===== src/sv/dlcrc_pkg.sv =====
// Shared constants and CRC-16 update functions for the dual-lane word checksum.
`default_nettype none

package dlcrc_pkg;

    // Field widths.
    localparam int WORD_W = 16;
    localparam int CRC_W  = 16;
    localparam int SUM_W  = 2 * CRC_W;

    // Non-reflected CRC-16 polynomial and output inversion mask.
    localparam logic [CRC_W-1:0] CRC_POLY   = 16'h8005;
    localparam logic [SUM_W-1:0] OUT_INVERT = 32'hFFFF_FFFF;

    typedef logic [CRC_W-1:0]  crc_t;
    typedef logic [WORD_W-1:0] word_t;
    typedef logic [SUM_W-1:0]  sum_t;

    // Absorb one byte, MSB first: eight shift-and-reduce steps.
    function automatic crc_t crc_byte(input crc_t crc, input logic [7:0] b);
        crc_t c;
        c = crc ^ {b, 8'h00};
        for (int k = 0; k < 8; k++)
        begin
            if (c[CRC_W-1])
                c = {c[CRC_W-2:0], 1'b0} ^ CRC_POLY;
            else
                c = {c[CRC_W-2:0], 1'b0};
        end
        return c;
    endfunction

    // Absorb one word, high byte first, then low byte.
    function automatic crc_t crc_word(input crc_t crc, input word_t w);
        crc_t c;
        c = crc_byte(crc, w[15:8]);
        return crc_byte(c, w[7:0]);
    endfunction

endpackage

`default_nettype wire


===== src/sv/dlcrc_if.sv =====
// Valid/ready channel interfaces for words, checksums and the init value register.
`default_nettype none

interface dlcrc_word_if
    import dlcrc_pkg::*;
();
    logic  valid;
    logic  ready;
    word_t data_word;
    logic  last;

    modport source (output valid, output data_word, output last, input ready);
    modport sink   (input valid, input data_word, input last, output ready);
endinterface

interface dlcrc_sum_if
    import dlcrc_pkg::*;
();
    logic valid;
    logic ready;
    sum_t checksum;

    modport source (output valid, output checksum, input ready);
    modport sink   (input valid, input checksum, output ready);
endinterface

interface dlcrc_cfg_if
    import dlcrc_pkg::*;
();
    logic valid;
    logic ready;
    crc_t init_value;

    modport source (output valid, output init_value, input ready);
    modport sink   (input valid, input init_value, output ready);
endinterface

`default_nettype wire


===== src/sv/dual_lane_crc16_word_checksum.sv =====
// A word is registered at acceptance and absorbed into its lane when it advances;
// the checksum of a last word is loaded into the result register as that word is absorbed.
// Throughput: one word per cycle, set by the two-byte CRC update between the input
// register and the lane registers; a last word waits only while an older checksum is unread.
// Reset: rst_n clears all control state, sets init_value to 0 and loads both lanes with 0.
// A write of init_value also reloads both lanes and points the next word at the even lane.
`default_nettype none

module dual_lane_crc16_word_checksum
    import dlcrc_pkg::*;
(
    input  wire logic   clk,
    input  wire logic   rst_n,
    dlcrc_word_if.sink  data,
    dlcrc_sum_if.source result,
    dlcrc_cfg_if.sink   cfg
);

    // Input register.
    logic  in_valid_reg;
    logic  in_valid_next;
    word_t data_word_reg;
    logic  last_reg;

    // Lane state.
    crc_t  init_value_reg;
    crc_t  even_crc_reg;
    crc_t  even_crc_next;
    crc_t  odd_crc_reg;
    crc_t  odd_crc_next;
    logic  parity_reg;
    logic  parity_next;

    // Result register.
    logic  out_valid_reg;
    logic  out_valid_next;
    sum_t  checksum_reg;
    sum_t  checksum_next;

    logic  advance;
    logic  data_take;
    crc_t  lane_crc;
    crc_t  lane_updated;

    // A held word moves on unless it is a last word blocked by an unread checksum.
    assign advance   = in_valid_reg && (!last_reg || !out_valid_reg || result.ready);
    assign data.ready = !in_valid_reg || advance;
    assign data_take = data.valid && data.ready;
    assign cfg.ready = 1'b1;

    assign result.valid    = out_valid_reg;
    assign result.checksum = checksum_reg;

    // CRC update of the lane selected by the word position.
    assign lane_crc     = parity_reg ? odd_crc_reg : even_crc_reg;
    assign lane_updated = crc_word(lane_crc, data_word_reg);

    // Next lane state, parity and result.
    always_comb
    begin
        even_crc_next  = even_crc_reg;
        odd_crc_next   = odd_crc_reg;
        parity_next    = parity_reg;
        checksum_next  = checksum_reg;
        out_valid_next = out_valid_reg && !result.ready;
        in_valid_next  = data_take || (in_valid_reg && !advance);

        if (advance)
        begin
            if (parity_reg)
                odd_crc_next = lane_updated;
            else
                even_crc_next = lane_updated;
            parity_next = !parity_reg;

            if (last_reg)
            begin
                checksum_next  = (parity_reg ? {lane_updated, even_crc_reg}
                                             : {odd_crc_reg, lane_updated}) ^ OUT_INVERT;
                out_valid_next = 1'b1;
                even_crc_next  = init_value_reg;
                odd_crc_next   = init_value_reg;
                parity_next    = 1'b0;
            end
        end

        // A register write restarts the stream from the new value.
        if (cfg.valid)
        begin
            even_crc_next = cfg.init_value;
            odd_crc_next  = cfg.init_value;
            parity_next   = 1'b0;
        end
    end

    // Control and lane registers.
    always_ff @(posedge clk or negedge rst_n)
    begin
        if (!rst_n)
        begin
            in_valid_reg   <= 1'b0;
            out_valid_reg  <= 1'b0;
            parity_reg     <= 1'b0;
            init_value_reg <= '0;
            even_crc_reg   <= '0;
            odd_crc_reg    <= '0;
        end
        else
        begin
            in_valid_reg  <= in_valid_next;
            out_valid_reg <= out_valid_next;
            parity_reg    <= parity_next;
            even_crc_reg  <= even_crc_next;
            odd_crc_reg   <= odd_crc_next;
            if (cfg.valid)
                init_value_reg <= cfg.init_value;
        end
    end

    // Payload registers.
    always_ff @(posedge clk)
    begin
        if (data_take)
        begin
            data_word_reg <= data.data_word;
            last_reg      <= data.last;
        end
        checksum_reg <= checksum_next;
    end

endmodule

`default_nettype wire

===== src/flat_wrapper.sv =====
// flat-port wrapper written by rule: the top's interface ports become plain ports
module dual_lane_crc16_word_checksum_flat import dlcrc_pkg::*;
  (clk, rst_n, data_valid, data_data_word, data_last, data_ready, result_valid, result_checksum, result_ready, cfg_valid, cfg_init_value, cfg_ready);
  dlcrc_word_if data_i ();
  dlcrc_sum_if result_i ();
  dlcrc_cfg_if cfg_i ();
  input  wire logic clk;
  input  wire logic rst_n;
  input wire logic [$bits(data_i.valid)-1:0] data_valid;
  input wire logic [$bits(data_i.data_word)-1:0] data_data_word;
  input wire logic [$bits(data_i.last)-1:0] data_last;
  output wire logic [$bits(data_i.ready)-1:0] data_ready;
  output wire logic [$bits(result_i.valid)-1:0] result_valid;
  output wire logic [$bits(result_i.checksum)-1:0] result_checksum;
  input wire logic [$bits(result_i.ready)-1:0] result_ready;
  input wire logic [$bits(cfg_i.valid)-1:0] cfg_valid;
  input wire logic [$bits(cfg_i.init_value)-1:0] cfg_init_value;
  output wire logic [$bits(cfg_i.ready)-1:0] cfg_ready;
  assign data_i.valid = data_valid;
  assign data_i.data_word = data_data_word;
  assign data_i.last = data_last;
  assign data_ready = data_i.ready;
  assign result_valid = result_i.valid;
  assign result_checksum = result_i.checksum;
  assign result_i.ready = result_ready;
  assign cfg_i.valid = cfg_valid;
  assign cfg_i.init_value = cfg_init_value;
  assign cfg_ready = cfg_i.ready;
  dual_lane_crc16_word_checksum u_core (.clk(clk), .rst_n(rst_n), .data(data_i), .result(result_i), .cfg(cfg_i));
endmodule

===== config.mk =====
export PLATFORM = sky130hd
export DESIGN_NAME = dual_lane_crc16_word_checksum_flat
export DESIGN_NICKNAME = d
export VERILOG_FILES = /design/src/sv/dlcrc_pkg.sv /design/src/sv/dlcrc_if.sv /design/src/sv/dual_lane_crc16_word_checksum.sv /design/src/flat_wrapper.sv
export SDC_FILE = /design/constraint.sdc
export NUM_CORES = 1
export LEC_CHECK = 0
export BUFFER_PORTS_ARGS = -buffer_cell sky130_fd_sc_hd__clkbuf_2
export CORE_UTILIZATION = 45
export DETAILED_ROUTE_END_ITERATION = 12
export GPL_TIMING_DRIVEN = 0
export PLACE_DENSITY_LB_ADDON = 0.08
export SYNTH_ARGS = -nofsm -noshare
export SYNTH_HDL_FRONTEND = slang
export SYNTH_SLANG_ARGS = --single-unit

===== constraint.sdc =====
create_clock -name clk -period 2.4 [get_ports clk]
set_input_delay 0.24 -clock clk [delete_from_list [all_inputs] [get_ports clk]]
set_output_delay 0.24 -clock clk [all_outputs]
set_load 0.01 [all_outputs]

Yosys cells after proc, flatten, opt, wreduce, memory -nomap -nowiden
Cells that the tools add are included.
Storage, ports and cells
  register bits after elaboration: 100
Cells by class
  equal/unequal tests: 1
  multiplexer cells: 31
  bitwise logic cells: 19
  reduce and logical (&&, ||, !) cells: 19
Operators by type and width (number)
  $mux 16: 25
  $not 3->3: 16
  $mux 32: 1
  $not 32->32: 1
  $xor 16x16->16: 2
  $logic_not 1->1: 6
  $reduce_and 2->1: 3
  $mux 1: 5
  $logic_and 1x1->1: 4
  $logic_or 1x1->1: 4
  $ne 3x2->1 const B: 1
  $reduce_bool 3->1: 1
  $reduce_bool 2->1: 1

Logic depth before layout (Yosys ltp)
  depth in word-level cells: 39
  mapped depth: 11
  depth with buffers taken out: 8

Worst setup path after synthesis
Ideal clock, no wire load.
  path kind: register to register
  start point: reg u_core.last_reg
  end point: reg u_core.checksum_reg[0], in the netlist u_core.result.checksum[0], enable pin
  library setup time: 0.421 ns
  arrival: 2.259 ns
  required time: 1.979 ns
  path slack: -0.280 ns
  stages on the path, launching flop included: 5
  path buffers: 2
  clock period less this slack: 2.680 ns
  cells stage by stage: edfxtp_1 > clkbuf_1 > clkbuf_1 > nand2_1 > nor2_1
On the way
  word-level cells in the longest chain between the ends: 5
Ends and longest elaborated chain
  start, declared: RTL line dual_lane_crc16_word_checksum.sv:23  | logic last_reg;
  start signal, assigned: RTL line dual_lane_crc16_word_checksum.sv:126  | last_reg <= data.last;
  $logic_not 1->1: RTL line dual_lane_crc16_word_checksum.sv:46  | assign advance = in_valid_reg && (!last_reg || !out_valid_reg || result.ready);
  $logic_or 1x1->1 (2 in series): RTL line dual_lane_crc16_word_checksum.sv:46
  $logic_and 1x1->1: RTL line dual_lane_crc16_word_checksum.sv:46
  $reduce_and 2->1 (no line) (*)
  end signal, assigned: RTL line dual_lane_crc16_word_checksum.sv:128  | checksum_reg <= checksum_next;
  end, declared: RTL line dual_lane_crc16_word_checksum.sv:37  | sum_t checksum_reg;
Every way passes the cells marked *; elsewhere a longest branch is shown, timed or not.
A chain may end at the register's enable or synchronous reset.

Worst setup path after layout
  start point: reg u_core.parity_reg
  end point: reg u_core.even_crc_reg[15]
On the way
  word-level cells in the longest chain between the ends: 25
  elaborated cells on any way between the ends: 41
  classes of those cells: eq/ne: 1; mux: 21; bitwise: 18; reduce/logical: 1
Ends and longest elaborated chain
  start, declared: RTL line dual_lane_crc16_word_checksum.sv:31  | logic parity_reg;
  start signal, assigned: RTL line dual_lane_crc16_word_checksum.sv:112  | parity_reg <= parity_next;
  $mux 16: RTL line dual_lane_crc16_word_checksum.sv:55  | assign lane_crc = parity_reg ? odd_crc_reg : even_crc_reg;
  $xor 16x16->16: RTL line dlcrc_pkg.sv:22  | c = crc ^ {b, 8'h00};
  $mux 16 / $not 3->3 (equally long branches) (2 in series)
  $not 3->3 (no line) / $mux 16 (equally long branches)
  $mux 16 (6 in series): RTL line dlcrc_pkg.sv:25  | if (c[CRC_W-1])
  $xor 16x16->16: RTL line dlcrc_pkg.sv:22
  $mux 16 (5 in series): RTL line dlcrc_pkg.sv:25
  $mux 16 / $not 3->3 (equally long branches) (2 in series)
  $not 3->3 (no line) / $mux 16 (equally long branches)
  $mux 16: RTL line dlcrc_pkg.sv:25
  $mux 16: RTL line dual_lane_crc16_word_checksum.sv:70  | if (parity_reg)
  $mux 16: RTL line dual_lane_crc16_word_checksum.sv:76  | if (last_reg)
  $mux 16: RTL line dual_lane_crc16_word_checksum.sv:68  | if (advance)
  $mux 16: RTL line dual_lane_crc16_word_checksum.sv:88  | if (cfg.valid)
  end signal, assigned: RTL line dual_lane_crc16_word_checksum.sv:113  | even_crc_reg <= even_crc_next;
  end, declared: RTL line dual_lane_crc16_word_checksum.sv:27  | crc_t even_crc_reg;
Parallel ways exist; a longest one is shown, timed or not. The select of a mux whose other input is x is not followed.

==> impl_metrics.env <==
export IMPL_clockRootBuffer="clkbuf_8"
export IMPL_setup_slack_ns=-0.294
export IMPL_p_per_area_nw_per_um2=1320
export IMPL_irDropWorstVdd_uv=1030
export IMPL_stdcell_count=646
export IMPL_arrival_ns=2.99
export IMPL_dp_cells=609
export IMPL_syn_nets=444
export IMPL_wl_per_cell_um=17.7
export IMPL_drv_slew=0
export IMPL_clk_pin_slew_worst_paths_ns=0.10
export IMPL_path_common_cell="xnor2_2"
export IMPL_cpMaxStageDelayCell="dfrtp_1"
export IMPL_design_area_um2=6010
export IMPL_clkLatencyLatePin_ns=0.36
export IMPL_synthAdderAreaFrac_pct=0
export IMPL_route_met2_wl_mm=5.76
export IMPL_port_buffers=70
export IMPL_violations="negative setup slack"
export IMPL_setup_tns_ns=-2.95
export IMPL_grt_max_degree=52
export IMPL_p_leak_nw=2.54
export IMPL_min_period_over_period_pct=112
export IMPL_cts_htree_levels=3
export IMPL_dieHeight_um=104
export IMPL_die_w_um=104
export IMPL_via_count=3355
export IMPL_timing_fmax_mhz=371
export IMPL_setup_viol=14
export IMPL_synth_warnings=0
export IMPL_pre_cts_ws_ns=-0.484
export IMPL_status="complete, but fails checks"
export IMPL_skew_ns=0.00980
export IMPL_power_mw=7.94
export IMPL_utilization_pct=60.3
export IMPL_routed_wl_mm=11.4
export IMPL_cap_viol_max_count=0
export IMPL_syn_area_um2=4700
export IMPL_postPlaceCellArea_um2=5220
export IMPL_syn_area_per_cell_um2=11.6
export IMPL_synth_top_family_by_area="multiplexers"
export IMPL_min_period_ns=2.69
export IMPL_synth_xor_area_share_pct=9.11
export IMPL_place_congestion=0.757
export IMPL_area_growth_pct=27.9
export IMPL_cts_sinks=100
export IMPL_hold_class="in -> reg"
export IMPL_firstDrtPassIters=4
export IMPL_synth_top_area_share_pct=31.3
export IMPL_met3_length_um=493
export IMPL_cts_tree="done"
export IMPL_diodes=0
export IMPL_ys_seq_area_share_pct=58.5
export IMPL_std_cell_rows=36
export IMPL_critPathRequiredTime_ns=2.69
export IMPL_path_class="reg -> reg"
export IMPL_synth_area_leaders="edfxtp_1 31%, dfrtp_1 27%, mux2_2 6.7%"
export IMPL_die_area_um2=10800
export IMPL_via_per_inst=5.19
export IMPL_cp_start_kind="flip-flop"
export IMPL_synth_simple_area_share_pct=7.99
export IMPL_end_kind="flip-flop"
export IMPL_ys_ff_latch=100
export IMPL_cts_path_max_buffers=2
export IMPL_grt_pass1_wl_mm=17.9
export IMPL_grt_overflow=0
export IMPL_slew_headroom_pct=51.8
export IMPL_final_antenna_net_count=0
export IMPL_rsz0062_at_grt="true"
export IMPL_layout_nets=546
export IMPL_finalHoldViolCount=0
export IMPL_initial_utilization_pct=47.2
export IMPL_core_area_um2=9950
export IMPL_crit_fanout=8
export IMPL_tightest_slew_ns=0.722
export IMPL_synth_cell_types=31
export IMPL_track_usage_pct=21.8
export IMPL_whs_ns=0.0475
export IMPL_yosysTopAreaCell="edfxtp_1"
export IMPL_path_cells="buf_12 > buf_12 > mux2i_2 > xnor2_2 > xnor2_2 > xnor2_2 > xnor2_2 > xnor2_2 > buf_4 > or3_1 > nand3_1"
export IMPL_pin_count=73
export IMPL_antenna_found_initial=0
export IMPL_slowest_delay_ns=0.38
export IMPL_synth_compound_area_share_pct=8.87
export IMPL_drt_iter0_markers=147
export IMPL_drc=0
export IMPL_drt_met1_wl_mm=5.01
export IMPL_cts_made_buffers=9
export IMPL_top_layer="met4"
export IMPL_largest_reg_flops=32
export IMPL_synthMuxAreaShare_pct=11.5
export IMPL_hpwlAfterDp_mm=7.26
export IMPL_grt_pass1_vias=3368
export IMPL_layout_drive_gt1_share_pct=37.0
export IMPL_synthCells=406
-- path summary, 6_finish.rpt --
| path | startpoint | to | slack [ns] | depth (start not counted) |
|---|---|---|---|---|
| worst min register to register | u_core.init_value_reg[0]$_DFFE_PN0P_ | u_core.init_value_reg[0]$_DFFE_PN0P_ | 0.51 | 1 |
| worst min-delay path | data_data_word[5] | u_core.data_word_reg[5]$_DFFE_PP_ | 0.05 | 1 |
| worst max-delay path | u_core.parity_reg$_DFFE_PN0P_ | u_core.even_crc_reg[15]$_DFFE_PN0P_ | -0.29 | 11 |
| worst max register to register | u_core.parity_reg$_DFFE_PN0P_ | u_core.even_crc_reg[15]$_DFFE_PN0P_ | -0.29 | 11 |
| max in group asynchronous | rst_n | u_core.even_crc_reg[1]$_DFFE_PN0P_ | 1.41 | 3 |
| min in group asynchronous | rst_n | u_core.even_crc_reg[13]$_DFFE_PN0P_ | 0.42 | 2 |
-- synthesized netlist by cell type --
cell and count:
mux2_1 2, xnor2_2 5, buf_12 1, a21oi_1 38, o21ai_0 39, buf_2 1, and2_1 1, nor2_1 37
dfrtp_1 51, inv_2 1, nor2b_1 3, buf_6 1, buf_1 3, conb_1 1, mux2i_1 20, clkbuf_1 16
inv_1 18, nand2b_1 5, o22ai_1 1, nand3_1 5, xor2_1 3, mux2_2 28, xnor3_1 1, nand2_1 33
or3_1 4, edfxtp_1 49, buf_4 1, a22oi_1 2, or2_2 1, xnor2_1 34, a222oi_1 1
-- kinds of logic (layout without fill, tap and decap cells) --
| family | count (synthesis) | count (layout) |
|---|---|---|
| AOI/OAI and AO/OA | 81 | 81 |
| other | 1 | 1 |
| muxes | 50 | 50 |
| and+or+nand+nor | 89 | 90 |
| xor gates and xnor gates | 43 | 43 |
| buffers and inverters | 42 | 148 |
| DFF | 100 | 100 |
-- worst max-delay path, delay by kind of cell, from the launching register on --
kind	cells	cell delay, ns
multiplexers	1	0.28
buffers and inverters	3	0.51
AND/OR/NAND/NOR	2	0.41
XOR/XNOR	5	1.03
flip-flops	1	0.38
-- cells in the final DEF (no fill, tap or decap), drive strengths merged --
cell and n:
conb 1, mux2i 20, nor2b 3, dfrtp 51
xnor3 1, dlygate4sd3 1, mux2 30, nor2 38
xnor2 39, buf 27, a22oi 2, nand2b 5
and2 1, o21ai 39, nand2 33, o22ai 1
clkinv 2, a21oi 38, xor2 3, bufinv 1
or2 1, edfxtp 49, clkinvlp 1, a222oi 1
clkbuf 96, or3 4, inv 20, nand3 5
-- what timing repair did --
item	4_1_cts	5_1_grt
hold endpoints to repair	0	24
hold buffers	0	1
pin swaps	14	20
buffers inserted	7	10
cloned	1	1
endpoints found under the setup margin	58	84
gates resized for setup	25	41
-- report_power, final --
part	leakage, nW	internal, mW	switching [mW]	total [mW]
registers	1.08	2.31	0.232	2.54
logic	1.36	2.19	2.15	4.34
clock network	0.0941	0.488	0.574	1.06
-- final cells by class --
cell class	count	area [µm²]
clock buffer	11	131
fill	828	3950
buffer	23	141
inverter	19	71.3
clock inverter	5	61.3
sequential	100	2750
tap	133	166
timing repair buffer	90	558
multi-input combinational	265	2130
-- per-layer routing --
metal | vias up | global-route usage, %
met5 | - | 0
met4 | 0 | 5.41
met3 | 12 | 3.70
met2 | 91 | 37.3
met1 | 1651 | 28.9
li1 | 1601 | -
Power figures use the tool's default switching activity.
